--- src/rtl/core/edcc_pkg.sv ---
package edcc_pkg;

    localparam int AMT_W     = 21;
    localparam int OP_W      = 2;
    localparam int CNT_W     = 24;
    localparam int OFF_W     = 29;
    localparam int DIVR_W    = 18;
    localparam int MREM_W    = 13;
    localparam int YC_W      = 9;
    localparam int DCNT_W    = 20;
    localparam int YEAR_W    = 13;
    localparam int MON_W     = 4;
    localparam int DOM_W     = 5;
    localparam int LEN_W     = 9;

    localparam logic [DIVR_W-1:0] CYCLE_DAYS   = DIVR_W'(146097);
    localparam logic [DIVR_W-1:0] CYCLE_MONTHS = DIVR_W'(4800);
    localparam logic [DIVR_W-1:0] CYCLE_YEARS  = DIVR_W'(400);
    localparam int                EPOCH_YEAR   = 1970;
    localparam logic [YC_W-1:0]   EPOCH_YC     = YC_W'(370);
    localparam logic [YC_W-1:0]   LAST_YC      = YC_W'(399);
    localparam logic [MON_W-1:0]  JAN          = MON_W'(1);
    localparam logic [MON_W-1:0]  FEB          = MON_W'(2);
    localparam logic [MON_W-1:0]  DEC          = MON_W'(12);

    // floor(2^RECIP_SH / divisor); for dividends below 2^32 the estimate is at most one low
    localparam int                  RECIP_SH     = 44;
    localparam int                  RECIP_W      = 32;
    localparam logic [RECIP_W-1:0]  RECIP_DAYS   =
        RECIP_W'((64'd1 << RECIP_SH) / 64'(CYCLE_DAYS));
    localparam logic [RECIP_W-1:0]  RECIP_MONTHS =
        RECIP_W'((64'd1 << RECIP_SH) / 64'(CYCLE_MONTHS));

    typedef enum logic [OP_W-1:0] {
        OP_LOAD   = 2'd0,
        OP_DAYS   = 2'd1,
        OP_MONTHS = 2'd2,
        OP_YEARS  = 2'd3
    } op_t;

    typedef enum logic [3:0] {
        ST_IDLE,
        ST_DIVM,
        ST_MULM,
        ST_WALK,
        ST_CHECK,
        ST_DIVD,
        ST_MULY,
        ST_YEAR,
        ST_MONTH,
        ST_DONE
    } state_t;

    // yc is the year modulo 400
    function automatic logic is_leap(input logic [YC_W-1:0] yc);
        logic century;
        century = (yc == YC_W'(100)) || (yc == YC_W'(200)) || (yc == YC_W'(300));
        return (yc[1:0] == 2'b00) && !century;
    endfunction

    function automatic logic [LEN_W-1:0] year_len(input logic [YC_W-1:0] yc);
        return is_leap(yc) ? LEN_W'(366) : LEN_W'(365);
    endfunction

    function automatic logic [LEN_W-1:0] month_len(input logic [MON_W-1:0] m,
                                                   input logic [YC_W-1:0] yc);
        logic [LEN_W-1:0] len;
        case (m)
            FEB:                 len = is_leap(yc) ? LEN_W'(29) : LEN_W'(28);
            MON_W'(4), MON_W'(6),
            MON_W'(9), MON_W'(11): len = LEN_W'(30);
            default:             len = LEN_W'(31);
        endcase
        return len;
    endfunction

endpackage

--- src/rtl/core/edcc_div.sv ---
module edcc_div #(
    parameter int DW = 24
) (
    input  logic                        aclk,
    input  logic                        aresetn,
    input  logic                        start,
    input  logic                        sel_days,
    input  logic [DW-1:0]               dividend,
    output logic                        done,
    output logic [DW-1:0]               quotient,
    output logic [edcc_pkg::DIVR_W-1:0] remainder
);

    import edcc_pkg::*;

    localparam int MW = DW + RECIP_W;
    localparam int RW = DIVR_W + 1;

    logic [4:0]         stage_reg, stage_next;
    logic               sel_reg, sel_next;
    logic [DW-1:0]      x_reg, x_next;
    logic [MW-1:0]      prod_reg, prod_next;
    logic [DW-1:0]      quo_reg, quo_next;
    logic [RW-1:0]      rem_reg, rem_next;
    logic [DIVR_W-1:0]  dvsr;
    logic [RECIP_W-1:0] recip;
    logic [DW+DIVR_W-1:0] back;

    // reciprocal multiply, back-multiply, one correction step
    assign dvsr  = sel_reg ? CYCLE_DAYS : CYCLE_MONTHS;
    assign recip = sel_reg ? RECIP_DAYS : RECIP_MONTHS;
    assign back  = quo_reg * dvsr;

    always_comb begin
        stage_next = {stage_reg[3:0], start};
        sel_next   = sel_reg;
        x_next     = x_reg;
        prod_next  = prod_reg;
        quo_next   = quo_reg;
        rem_next   = rem_reg;
        if (start) begin
            sel_next = sel_days;
            x_next   = dividend;
        end
        if (stage_reg[0]) begin
            prod_next = x_reg * recip;
        end
        if (stage_reg[1]) begin
            quo_next = DW'(prod_reg[MW-1:RECIP_SH]);
        end
        if (stage_reg[2]) begin
            rem_next = RW'(x_reg - back[DW-1:0]);
        end
        if (stage_reg[3] && rem_reg >= {1'b0, dvsr}) begin
            quo_next = quo_reg + 1'b1;
            rem_next = rem_reg - {1'b0, dvsr};
        end
    end

    always_ff @(posedge aclk) begin
        if (!aresetn) begin
            stage_reg <= '0;
        end else begin
            stage_reg <= stage_next;
        end
        sel_reg  <= sel_next;
        x_reg    <= x_next;
        prod_reg <= prod_next;
        quo_reg  <= quo_next;
        rem_reg  <= rem_next;
    end

    assign done      = stage_reg[4];
    assign quotient  = quo_reg;
    assign remainder = rem_reg[DIVR_W-1:0];

endmodule

--- src/rtl/core/epoch_day_calendar_counter.sv ---
// channel  dir  handshake          payload
// s_       in   s_valid / s_ready  s_op[1:0], s_amount[20:0] signed
// m_       out  m_valid / m_ready  m_day_count[19:0], m_year[12:0], m_month[3:0],
//                                  m_day_of_month[4:0], m_error
//
// Work per item: load/add days take Y + M steps; add months/years take R more, where
// Y (< 400) and M (< 12) are the year and month steps of the date decode and R (< 4800)
// the month steps of the walk. Each division by the 400-year cycle is a reciprocal
// multiply in the shared divider.
// Reset (aresetn low, synchronous): count 0, date 1970-01-01, no result pending.
// s_ready is high only in idle; the output register lets the next item in while a
// result waits on m_ready, and a second finished item waits in done.
module epoch_day_calendar_counter #(
    parameter int DAY_BITS = 20
) (
    input  logic                            aclk,
    input  logic                            aresetn,
    input  logic                            s_valid,
    output logic                            s_ready,
    input  logic [edcc_pkg::OP_W-1:0]       s_op,
    input  logic signed [edcc_pkg::AMT_W-1:0] s_amount,
    output logic                            m_valid,
    input  logic                            m_ready,
    output logic [edcc_pkg::DCNT_W-1:0]     m_day_count,
    output logic [edcc_pkg::YEAR_W-1:0]     m_year,
    output logic [edcc_pkg::MON_W-1:0]      m_month,
    output logic [edcc_pkg::DOM_W-1:0]      m_day_of_month,
    output logic                            m_error
);

    import edcc_pkg::*;

    localparam int DW = (DAY_BITS > CNT_W) ? DAY_BITS : CNT_W;
    localparam int CW = ((DAY_BITS > OFF_W) ? DAY_BITS : OFF_W) + 2;
    localparam int YW = (DAY_BITS > 20) ? DAY_BITS - 6 : 14;
    localparam int PW = DW + DIVR_W;

    state_t state_reg, state_next;

    logic [DAY_BITS-1:0] stored_reg, stored_next;
    logic [YW-1:0]       year_reg, year_next;
    logic [YC_W-1:0]     yc_reg, yc_next;
    logic [MON_W-1:0]    month_reg, month_next;
    logic [DOM_W-1:0]    dom_reg, dom_next;

    logic [YW-1:0]       wy_reg, wy_next;
    logic [YC_W-1:0]     wc_reg, wc_next;
    logic [MON_W-1:0]    wm_reg, wm_next;
    logic [MREM_W-1:0]   wcnt_reg, wcnt_next;
    logic [OFF_W-1:0]    off_reg, off_next;
    logic                neg_reg, neg_next;
    logic [CW-1:0]       cand_reg, cand_next;
    logic [DIVR_W-1:0]   rest_reg, rest_next;
    logic                err_reg, err_next;

    logic                  mv_reg, mv_next;
    logic [DCNT_W-1:0]     o_cnt_reg, o_cnt_next;
    logic [YEAR_W-1:0]     o_year_reg, o_year_next;
    logic [MON_W-1:0]      o_mon_reg, o_mon_next;
    logic [DOM_W-1:0]      o_dom_reg, o_dom_next;
    logic                  o_err_reg, o_err_next;

    logic              div_start;
    logic [DW-1:0]     div_dividend;
    logic              div_sel;
    logic              div_done;
    logic [DW-1:0]     div_quo;
    logic [DIVR_W-1:0] div_rem;

    logic [PW-1:0]      product;
    logic [AMT_W-1:0]   amt_abs;
    logic [CNT_W-1:0]   cnt_mag;
    logic [LEN_W-1:0]   wlen;
    logic [MON_W-1:0]   prev_m;
    logic [LEN_W-1:0]   ylen;
    logic [LEN_W-1:0]   mlen;
    logic               cand_bad;
    logic [DW-1:0]      stored_wide;

    edcc_div #(
        .DW (DW)
    ) u_div (
        .aclk      (aclk),
        .aresetn   (aresetn),
        .start     (div_start),
        .sel_days  (div_sel),
        .dividend  (div_dividend),
        .done      (div_done),
        .quotient  (div_quo),
        .remainder (div_rem)
    );

    assign product  = div_quo * ((state_reg == ST_MULM) ? CYCLE_DAYS : CYCLE_YEARS);
    assign amt_abs  = s_amount[AMT_W-1] ? AMT_W'(-s_amount) : AMT_W'(s_amount);
    assign cnt_mag  = (op_t'(s_op) == OP_YEARS) ?
                      (CNT_W'(amt_abs) << 3) + (CNT_W'(amt_abs) << 2) : CNT_W'(amt_abs);
    assign prev_m   = (wm_reg == JAN) ? DEC : wm_reg - 1'b1;
    assign wlen     = month_len(neg_reg ? prev_m : wm_reg, wc_reg);
    assign ylen     = year_len(wc_reg);
    assign mlen     = month_len(wm_reg, wc_reg);
    assign cand_bad = (cand_reg[CW-1:DAY_BITS] != '0);
    assign stored_wide = DW'(stored_reg);

    always_comb begin
        state_next   = state_reg;
        stored_next  = stored_reg;
        year_next    = year_reg;
        yc_next      = yc_reg;
        month_next   = month_reg;
        dom_next     = dom_reg;
        wy_next      = wy_reg;
        wc_next      = wc_reg;
        wm_next      = wm_reg;
        wcnt_next    = wcnt_reg;
        off_next     = off_reg;
        neg_next     = neg_reg;
        cand_next    = cand_reg;
        rest_next    = rest_reg;
        err_next     = err_reg;
        div_start    = 1'b0;
        div_dividend = DW'(cnt_mag);
        div_sel      = 1'b0;
        mv_next      = mv_reg && !m_ready;
        o_cnt_next   = o_cnt_reg;
        o_year_next  = o_year_reg;
        o_mon_next   = o_mon_reg;
        o_dom_next   = o_dom_reg;
        o_err_next   = o_err_reg;
        s_ready      = (state_reg == ST_IDLE);

        case (state_reg)
            ST_IDLE: begin
                if (s_valid) begin
                    neg_next = s_amount[AMT_W-1];
                    wy_next  = year_reg;
                    wc_next  = yc_reg;
                    wm_next  = month_reg;
                    case (op_t'(s_op))
                        OP_LOAD: begin
                            cand_next  = CW'(s_amount);
                            state_next = ST_CHECK;
                        end
                        OP_DAYS: begin
                            cand_next  = CW'(stored_reg) + CW'(s_amount);
                            state_next = ST_CHECK;
                        end
                        default: begin
                            div_start  = 1'b1;
                            state_next = ST_DIVM;
                        end
                    endcase
                end
            end
            ST_DIVM: begin
                if (div_done) begin
                    wcnt_next  = div_rem[MREM_W-1:0];
                    state_next = ST_MULM;
                end
            end
            ST_MULM: begin
                off_next   = product[OFF_W-1:0];
                state_next = ST_WALK;
            end
            ST_WALK: begin
                if (wcnt_reg == '0) begin
                    cand_next  = neg_reg ? CW'(stored_reg) - CW'(off_reg)
                                         : CW'(stored_reg) + CW'(off_reg);
                    state_next = ST_CHECK;
                end else begin
                    wcnt_next = wcnt_reg - 1'b1;
                    off_next  = off_reg + OFF_W'(wlen);
                    if (neg_reg) begin
                        if (wm_reg == JAN) begin
                            wm_next = DEC;
                            wy_next = wy_reg - 1'b1;
                            wc_next = (wc_reg == '0) ? LAST_YC : wc_reg - 1'b1;
                        end else begin
                            wm_next = wm_reg - 1'b1;
                        end
                    end else begin
                        if (wm_reg == DEC) begin
                            wm_next = JAN;
                            wy_next = wy_reg + 1'b1;
                            wc_next = (wc_reg == LAST_YC) ? '0 : wc_reg + 1'b1;
                        end else begin
                            wm_next = wm_reg + 1'b1;
                        end
                    end
                end
            end
            ST_CHECK: begin
                if (cand_bad) begin
                    err_next   = 1'b1;
                    state_next = ST_DONE;
                end else begin
                    err_next     = 1'b0;
                    stored_next  = cand_reg[DAY_BITS-1:0];
                    div_start    = 1'b1;
                    div_dividend = DW'(cand_reg[DAY_BITS-1:0]);
                    div_sel      = 1'b1;
                    state_next   = ST_DIVD;
                end
            end
            ST_DIVD: begin
                if (div_done) begin
                    state_next = ST_MULY;
                end
            end
            ST_MULY: begin
                wy_next    = YW'(EPOCH_YEAR) + product[YW-1:0];
                wc_next    = EPOCH_YC;
                wm_next    = JAN;
                rest_next  = div_rem;
                state_next = ST_YEAR;
            end
            ST_YEAR: begin
                if (rest_reg < DIVR_W'(ylen)) begin
                    state_next = ST_MONTH;
                end else begin
                    rest_next = rest_reg - DIVR_W'(ylen);
                    wy_next   = wy_reg + 1'b1;
                    wc_next   = (wc_reg == LAST_YC) ? '0 : wc_reg + 1'b1;
                end
            end
            ST_MONTH: begin
                if (rest_reg < DIVR_W'(mlen) || wm_reg >= DEC) begin
                    year_next  = wy_reg;
                    yc_next    = wc_reg;
                    month_next = wm_reg;
                    dom_next   = rest_reg[DOM_W-1:0] + 1'b1;
                    state_next = ST_DONE;
                end else begin
                    rest_next = rest_reg - DIVR_W'(mlen);
                    wm_next   = wm_reg + 1'b1;
                end
            end
            ST_DONE: begin
                if (!mv_reg || m_ready) begin
                    mv_next     = 1'b1;
                    o_cnt_next  = stored_wide[DCNT_W-1:0];
                    o_year_next = year_reg[YEAR_W-1:0];
                    o_mon_next  = month_reg;
                    o_dom_next  = dom_reg;
                    o_err_next  = err_reg;
                    state_next  = ST_IDLE;
                end
            end
            default: begin
                state_next = ST_IDLE;
            end
        endcase
    end

    always_ff @(posedge aclk) begin
        if (!aresetn) begin
            state_reg  <= ST_IDLE;
            stored_reg <= '0;
            year_reg   <= YW'(EPOCH_YEAR);
            yc_reg     <= EPOCH_YC;
            month_reg  <= JAN;
            dom_reg    <= DOM_W'(1);
            mv_reg     <= 1'b0;
        end else begin
            state_reg  <= state_next;
            stored_reg <= stored_next;
            year_reg   <= year_next;
            yc_reg     <= yc_next;
            month_reg  <= month_next;
            dom_reg    <= dom_next;
            mv_reg     <= mv_next;
        end
        wy_reg     <= wy_next;
        wc_reg     <= wc_next;
        wm_reg     <= wm_next;
        wcnt_reg   <= wcnt_next;
        off_reg    <= off_next;
        neg_reg    <= neg_next;
        cand_reg   <= cand_next;
        rest_reg   <= rest_next;
        err_reg    <= err_next;
        o_cnt_reg  <= o_cnt_next;
        o_year_reg <= o_year_next;
        o_mon_reg  <= o_mon_next;
        o_dom_reg  <= o_dom_next;
        o_err_reg  <= o_err_next;
    end

    assign m_valid        = mv_reg;
    assign m_day_count    = o_cnt_reg;
    assign m_year         = o_year_reg;
    assign m_month        = o_mon_reg;
    assign m_day_of_month = o_dom_reg;
    assign m_error        = o_err_reg;

    a_reject_keeps_count: assert property (@(posedge aclk) disable iff (!aresetn)
        (state_reg == ST_CHECK && cand_bad) |=> $stable(stored_reg))
        else $error("rejected item changed the stored count");

    a_month_range: assert property (@(posedge aclk) disable iff (!aresetn)
        (month_reg >= JAN && month_reg <= DEC && dom_reg != '0))
        else $error("cached date out of range");

    a_div_done_state: assert property (@(posedge aclk) disable iff (!aresetn)
        div_done |-> (state_reg == ST_DIVM || state_reg == ST_DIVD))
        else $error("divider finished outside a wait state");

    a_walk_month: assert property (@(posedge aclk) disable iff (!aresetn)
        (state_reg == ST_WALK) |-> (wm_reg >= JAN && wm_reg <= DEC))
        else $error("month walk left 1..12");

    a_done_loads_out: assert property (@(posedge aclk) disable iff (!aresetn)
        (state_reg == ST_DONE && state_next == ST_IDLE) |=> m_valid)
        else $error("finished item not presented");

endmodule
--- config.mk ---
export PLATFORM = sky130hd
export DESIGN_NAME = epoch_day_calendar_counter
export DESIGN_NICKNAME = d
export VERILOG_FILES = /design/src/rtl/core/edcc_pkg.sv /design/src/rtl/core/edcc_div.sv /design/src/rtl/core/epoch_day_calendar_counter.sv
export SDC_FILE = /design/constraint.sdc
export NUM_CORES = 2
export LEC_CHECK = 0
export ABC_AREA = 1
export BUFFER_PORTS_ARGS = -buffer_cell sky130_fd_sc_hd__buf_2
export CORE_MARGIN = 3
export CORE_UTILIZATION = 40
export DETAILED_ROUTE_END_ITERATION = 6
export SYNTH_ARGS = -nofsm -noshare
export SYNTH_HDL_FRONTEND = slang
export SYNTH_SLANG_ARGS = --single-unit
--- constraint.sdc ---
create_clock -name aclk -period 18.5 [get_ports aclk]
set_clock_uncertainty 0.05 [all_clocks]
set_input_delay 3.7 -clock aclk [delete_from_list [all_inputs] [get_ports aclk]]
set_output_delay 3.7 -clock aclk [all_outputs]
set_load 0.02 [all_outputs]
# Word level (Yosys, flattened, before mapping)
# Index checks and enable logic that the tools add are counted.
classes:
  n_eq_ne: 40
  reduce_logical: 38
  mul: 3
  n_div: 0
  n_shift: 0
  n_lt_le_gt_ge: 4
  n_bitwise: 1
  n_addsub: 20
  mux: 69
op_table:
  columns: ["cell", "n"]
  rows:
  - ["$pmux W31 S2", 2]
  - ["$mux W24", 5]
  - ["$mux W31", 3]
  - ["$mux W14", 6]
  - ["$mux W18", 4]
  - ["$mux W9", 8]
  - ["$mux W4", 15]
  - ["$pmux W29 S2", 1]
  - ["$mul A24 B32 Y56", 1]
  - ["$pmux W14 S4", 1]
  - ["$pmux W18 S3", 1]
  - ["$pmux W4 S10", 1]
  - ["$mux W19", 2]
  - ["$lt A18 B9 Y1", 2]
  - ["$pmux W9 S4", 1]
  - ["$sub A18 B9 Y18", 2]
  - ["$eq A4 B3 Y1 const B", 8]
  - ["$mux W32", 1]
  - ["$add A20 B29 Y30", 1]
  - ["$sub A20 B29 Y30", 1]
  - ["$add A29 B9 Y29", 1]
  - ["$mul A24 B18 Y29", 1]
  - ["$mux W29", 1]
  - ["$eq A4 B4 Y1 const B", 7]
  - ["other kinds (58)", 99]
word_totals:
  rom_bits: 0
  elab_cells: 202
  regBits: 349
  mem_count: 0
  ramBits: 0
  latchBits: 0

# Logic depth before layout (Yosys ltp)
logic_depth:
  depth_word: 11
  depth_mapped: 32
  depth_no_buf: 30

# Cells and area by module
# From an unflattened synthesis, not the netlist that was laid out.
hier_totals:
  hier_cells: 6635
  hier_area_um2: 52197.6
by_module_without_submodules:
  columns: ["mod", "instances", "cells_per_inst", "area_per_inst_um2"]
  rows:
  - ["edcc_div", 1, 3151, 27297.4]
  - ["epoch_day_calendar_counter", 1, 3484, 24900.1]

# Least setup slack after synthesis
# OpenSTA, ideal clock, no wires.
synth_timing:
  kind: "reg2reg"
  startpoint: "reg u_div.sel_reg"
  endpoint: "reg u_div.prod_reg[45] (data pin)"
  stages_incl_launch_ff: 26
  arrival_time_ns: 6.401
  required_ns: 18.189
  synth_period_minus_slack_ns: 6.712
  n_path_buf: 4
  setup_time_ns: 0.261
  setup_slack_ns: 11.788
  path_cell_list: "edfxtp_1 -> clkbuf_1 -> buf_2 -> buf_1 -> buf_1 -> nor2_1 -> fa_1 -> fa_1 -> inv_1 -> fa_1 -> inv_1 -> fa_1 -> fa_1 -> fa_1 -> inv_1 -> fa_1 -> inv_1 -> ha_1 -> nand2_1 -> nor2_1 -> inv_1 -> nor2_1 -> nand4_1 -> or2_2 -> nand3_1 -> xor2_1"
synth_between:
  elab_chain_cells: 2
synth_rtl:
  columns: ["item", "line", "rtl"]
  rows:
  - ["start, declared", "edcc_div.sv:20", "logic sel_reg, sel_next;"]
  - ["start signal, assigned", "edcc_div.sv:66", "sel_reg <= sel_next;"]
  - ["$mux W32", "edcc_div.sv:31", "assign recip = sel_reg ? RECIP_DAYS : RECIP_MONTHS;"]
  - ["$mul A24 B32 Y56", "edcc_div.sv:46", "prod_next = x_reg * recip;"]
  - ["end signal, assigned", "edcc_div.sv:68", "prod_reg <= prod_next;"]
  - ["end, declared", "edcc_div.sv:22", "logic [MW-1:0] prod_reg, prod_next;"]
# Every way passes these cells.
# A chain may end at the register's enable or synchronous reset.

# Worst setup path in the final report
layout_timing:
  startpoint: "reg u_div.x_reg[15]"
  endpoint: "reg u_div.prod_reg[53] (data pin)"
layout_between:
  elab_chain_cells: 1
layout_rtl:
  columns: ["item", "line", "rtl"]
  rows:
  - ["start, declared", "edcc_div.sv:21", "logic [DW-1:0] x_reg, x_next;"]
  - ["start signal, assigned", "edcc_div.sv:67", "x_reg <= x_next;"]
  - ["$mul A24 B32 Y56", "edcc_div.sv:46", null]
# Every way passes these cells.

==> out/results.tsv <==
metric	value	unit
start_util	40.5	%
cp.required	18.79	ns
cts_resized	0	
grt_overflow	0	
netlist_instances	6571	
root_buffer	clkbuf_16	
rows	131	
area_growth	7.15	%
synth_warnings	0	
crit_type	reg -> reg	
htreeDepth	2	
clock_sinks	303	
tns	0	ns
async_reset_ff_share	0	%
clk_pin_slew	0.06	ns
max_stage_delay	0.77	ns
fp.dieArea	134000	um2
slew_headroom	24.5	%
placed_cell_area	54400	um2
multi_input_area	37000	um2
fillers	12963	
crit_path_start_kind	flop	
die_y	367	um
numCtsBuffers	40	
drc_errors	0	
fmax	132	MHz
dr_total_vias	43318	
firstDrtPassIters	6	
routed_via_density	5.17	
tritoncts	yes	
synth.ff_latch_count	303	
tightest_slew	1.13	ns
post-route-period-util	41.1	%
io_pins	72	
max-clock-path-buffers	3	
core_area	128000	um2
synth.cell_area	52000	um2
post_drt_wl_per_cell	20.0	um
status	completed	
hold_path.class	reg -> reg	
drt_wl_total	167	mm
grt_max_degree	92	
slew_viol_final	0	
fin_area	55800	um2
hold_viol	0	
grt_pass1_vias	43841	
grt_pass1_wl	260	mm
clk_latency	0.61	ns
holdBufCountCts	0	
syn_area_per_cell	7.92	um2
seq_area_frac_synth	16.3	%
grt_util_all_layers	24.8	%
yosysUniqueCellTypes	65	
worstSetupEndpointType	flop	
synthFlopType	edfxtp_1	
nets	7988	
gp_congestion	1.01	
post-cts-setup-buffer-count	0	
antenna_found_initial	2	
portBuffers	71	
crit_fanout	9	
dieWidth	367	um
seq_area	8490	um2
period_needed	7.60	ns
drt_iter0_drc	3000	
setup_violations	0	
worstPathArrival	7.89	ns
synth_top_cell_by_area	fa_1	
drv_cap	0	
synth_most_common_cell	inv_1	
synth-edff-count	242	
crit_chain	inv_1 > nor2_1 > fa_1 > fa_1 > inv_1 > fa_1 > inv_1 > fa_1 > fa_1 > fa_1 > inv_1 > fa_1 > inv_1 > ha_1 > nand2_1 > nor2_1 > inv_1 > nor2_1 > inv_1 > nor4_1 > nand4_1 > nand3_1 > nand2_1	
synthTopCellsByCount	inv_1, nand2_1, ha_1	
synth.top_cell.area_share	25.2	%
diodes	0	
ant_nets	0	
dp_hpwl	142	mm
synth.area.top_cells	fa_1, ha_1, edfxtp_1	
cp_slowest_cell	edfxtp_1	
rsz0062_at_grt	no	
drive_gt1_share	3.56	%
largest_reg_flops	31	
[final cells by class]
class | count | area share [%]
timing repair buffer | 101 | 1.04
inverter | 1624 | 10.9
sequential | 303 | 15.2
clock buffer | 53 | 2.03
multi-input combinational | 4547 | 66.5
clock inverter | 21 | 0.435
tap | 1729 | 3.88
[placed cells by master, fill, tap and decap left out, types with 71 or more instances in the layout]
cell,instances
inv_1,1611
nand2_1,1133
ha_1,690
fa_1,654
nor2_1,521
nand3_1,321
o21ai_0,316
a21oi_1,303
edfxtp_1,242
xor2_1,99
nand4_1,71
nor3_1,71
buf_2,71
[logic make-up after synthesis]
| group | Yosys count | share of synthesized area (%) |
|---|---|---|
| buffers and inverters | 1743 | 12.7 |
| XOR/XNOR | 133 | 2.24 |
| adder cells (fa/ha/maj) | 1344 | 41.8 |
| flip-flops | 303 | 16.3 |
| multiplexers | 1 | 0.0192 |
| AO/OA/AOI/OAI | 833 | 9.02 |
| other | 2 | 0.0144 |
| AND/OR/NAND/NOR | 2212 | 17.9 |
[per-stage QoR]
step	setup slack (ns)	hold slack (ns)	util, %	cells
5_1_grt	10.47	0.388	43.4	8378
4_1_cts	10.95	0.378	43.4	8378
2_1_floorplan	11.79	0.350	-	6593
3_3_place_gp	10.99	0.360	42.4	8304
6_report	10.90	0.373	43.4	8378
3_5_place_dp	10.99	0.358	42.4	8304
[routing by layer]
layer	up-vias	wire length (um)	share of wire (%)	global-route usage, %
li1	20733	-	-	-
met1	21018	75400	45	34.3
met2	1316	76200	46	40.6
met3	249	9490	5.7	2.56
met4	2	6180	3.7	8.16
met5	-	13	0.0078	0
[worst paths after layout]
kind         slack (ns)                     startpoint                             to  depth (start not counted)
max               10.90      u_div.x_reg[15]$_DFFE_PP_   u_div.prod_reg[53]$_DFFE_PP_                         23
min                0.37  u_div.stage_reg[2]$_SDFF_PN0_  u_div.stage_reg[3]$_SDFF_PN0_                          2
max reg2reg       10.90      u_div.x_reg[15]$_DFFE_PP_   u_div.prod_reg[53]$_DFFE_PP_                         23
min reg2reg        0.37  u_div.stage_reg[2]$_SDFF_PN0_  u_div.stage_reg[3]$_SDFF_PN0_                          2
[worst max-delay path, delay by kind of cell (launching register included)]
family	cells	cell delay, ns
AND/OR/NAND/NOR	8	1.82
buffers and inverters	7	0.79
adder cells (fa/ha/maj)	8	3.90
flip-flops	1	0.77
Power is not shown: default switching activity piles up to over one toggle a cycle in this logic, so the estimate is an artifact.
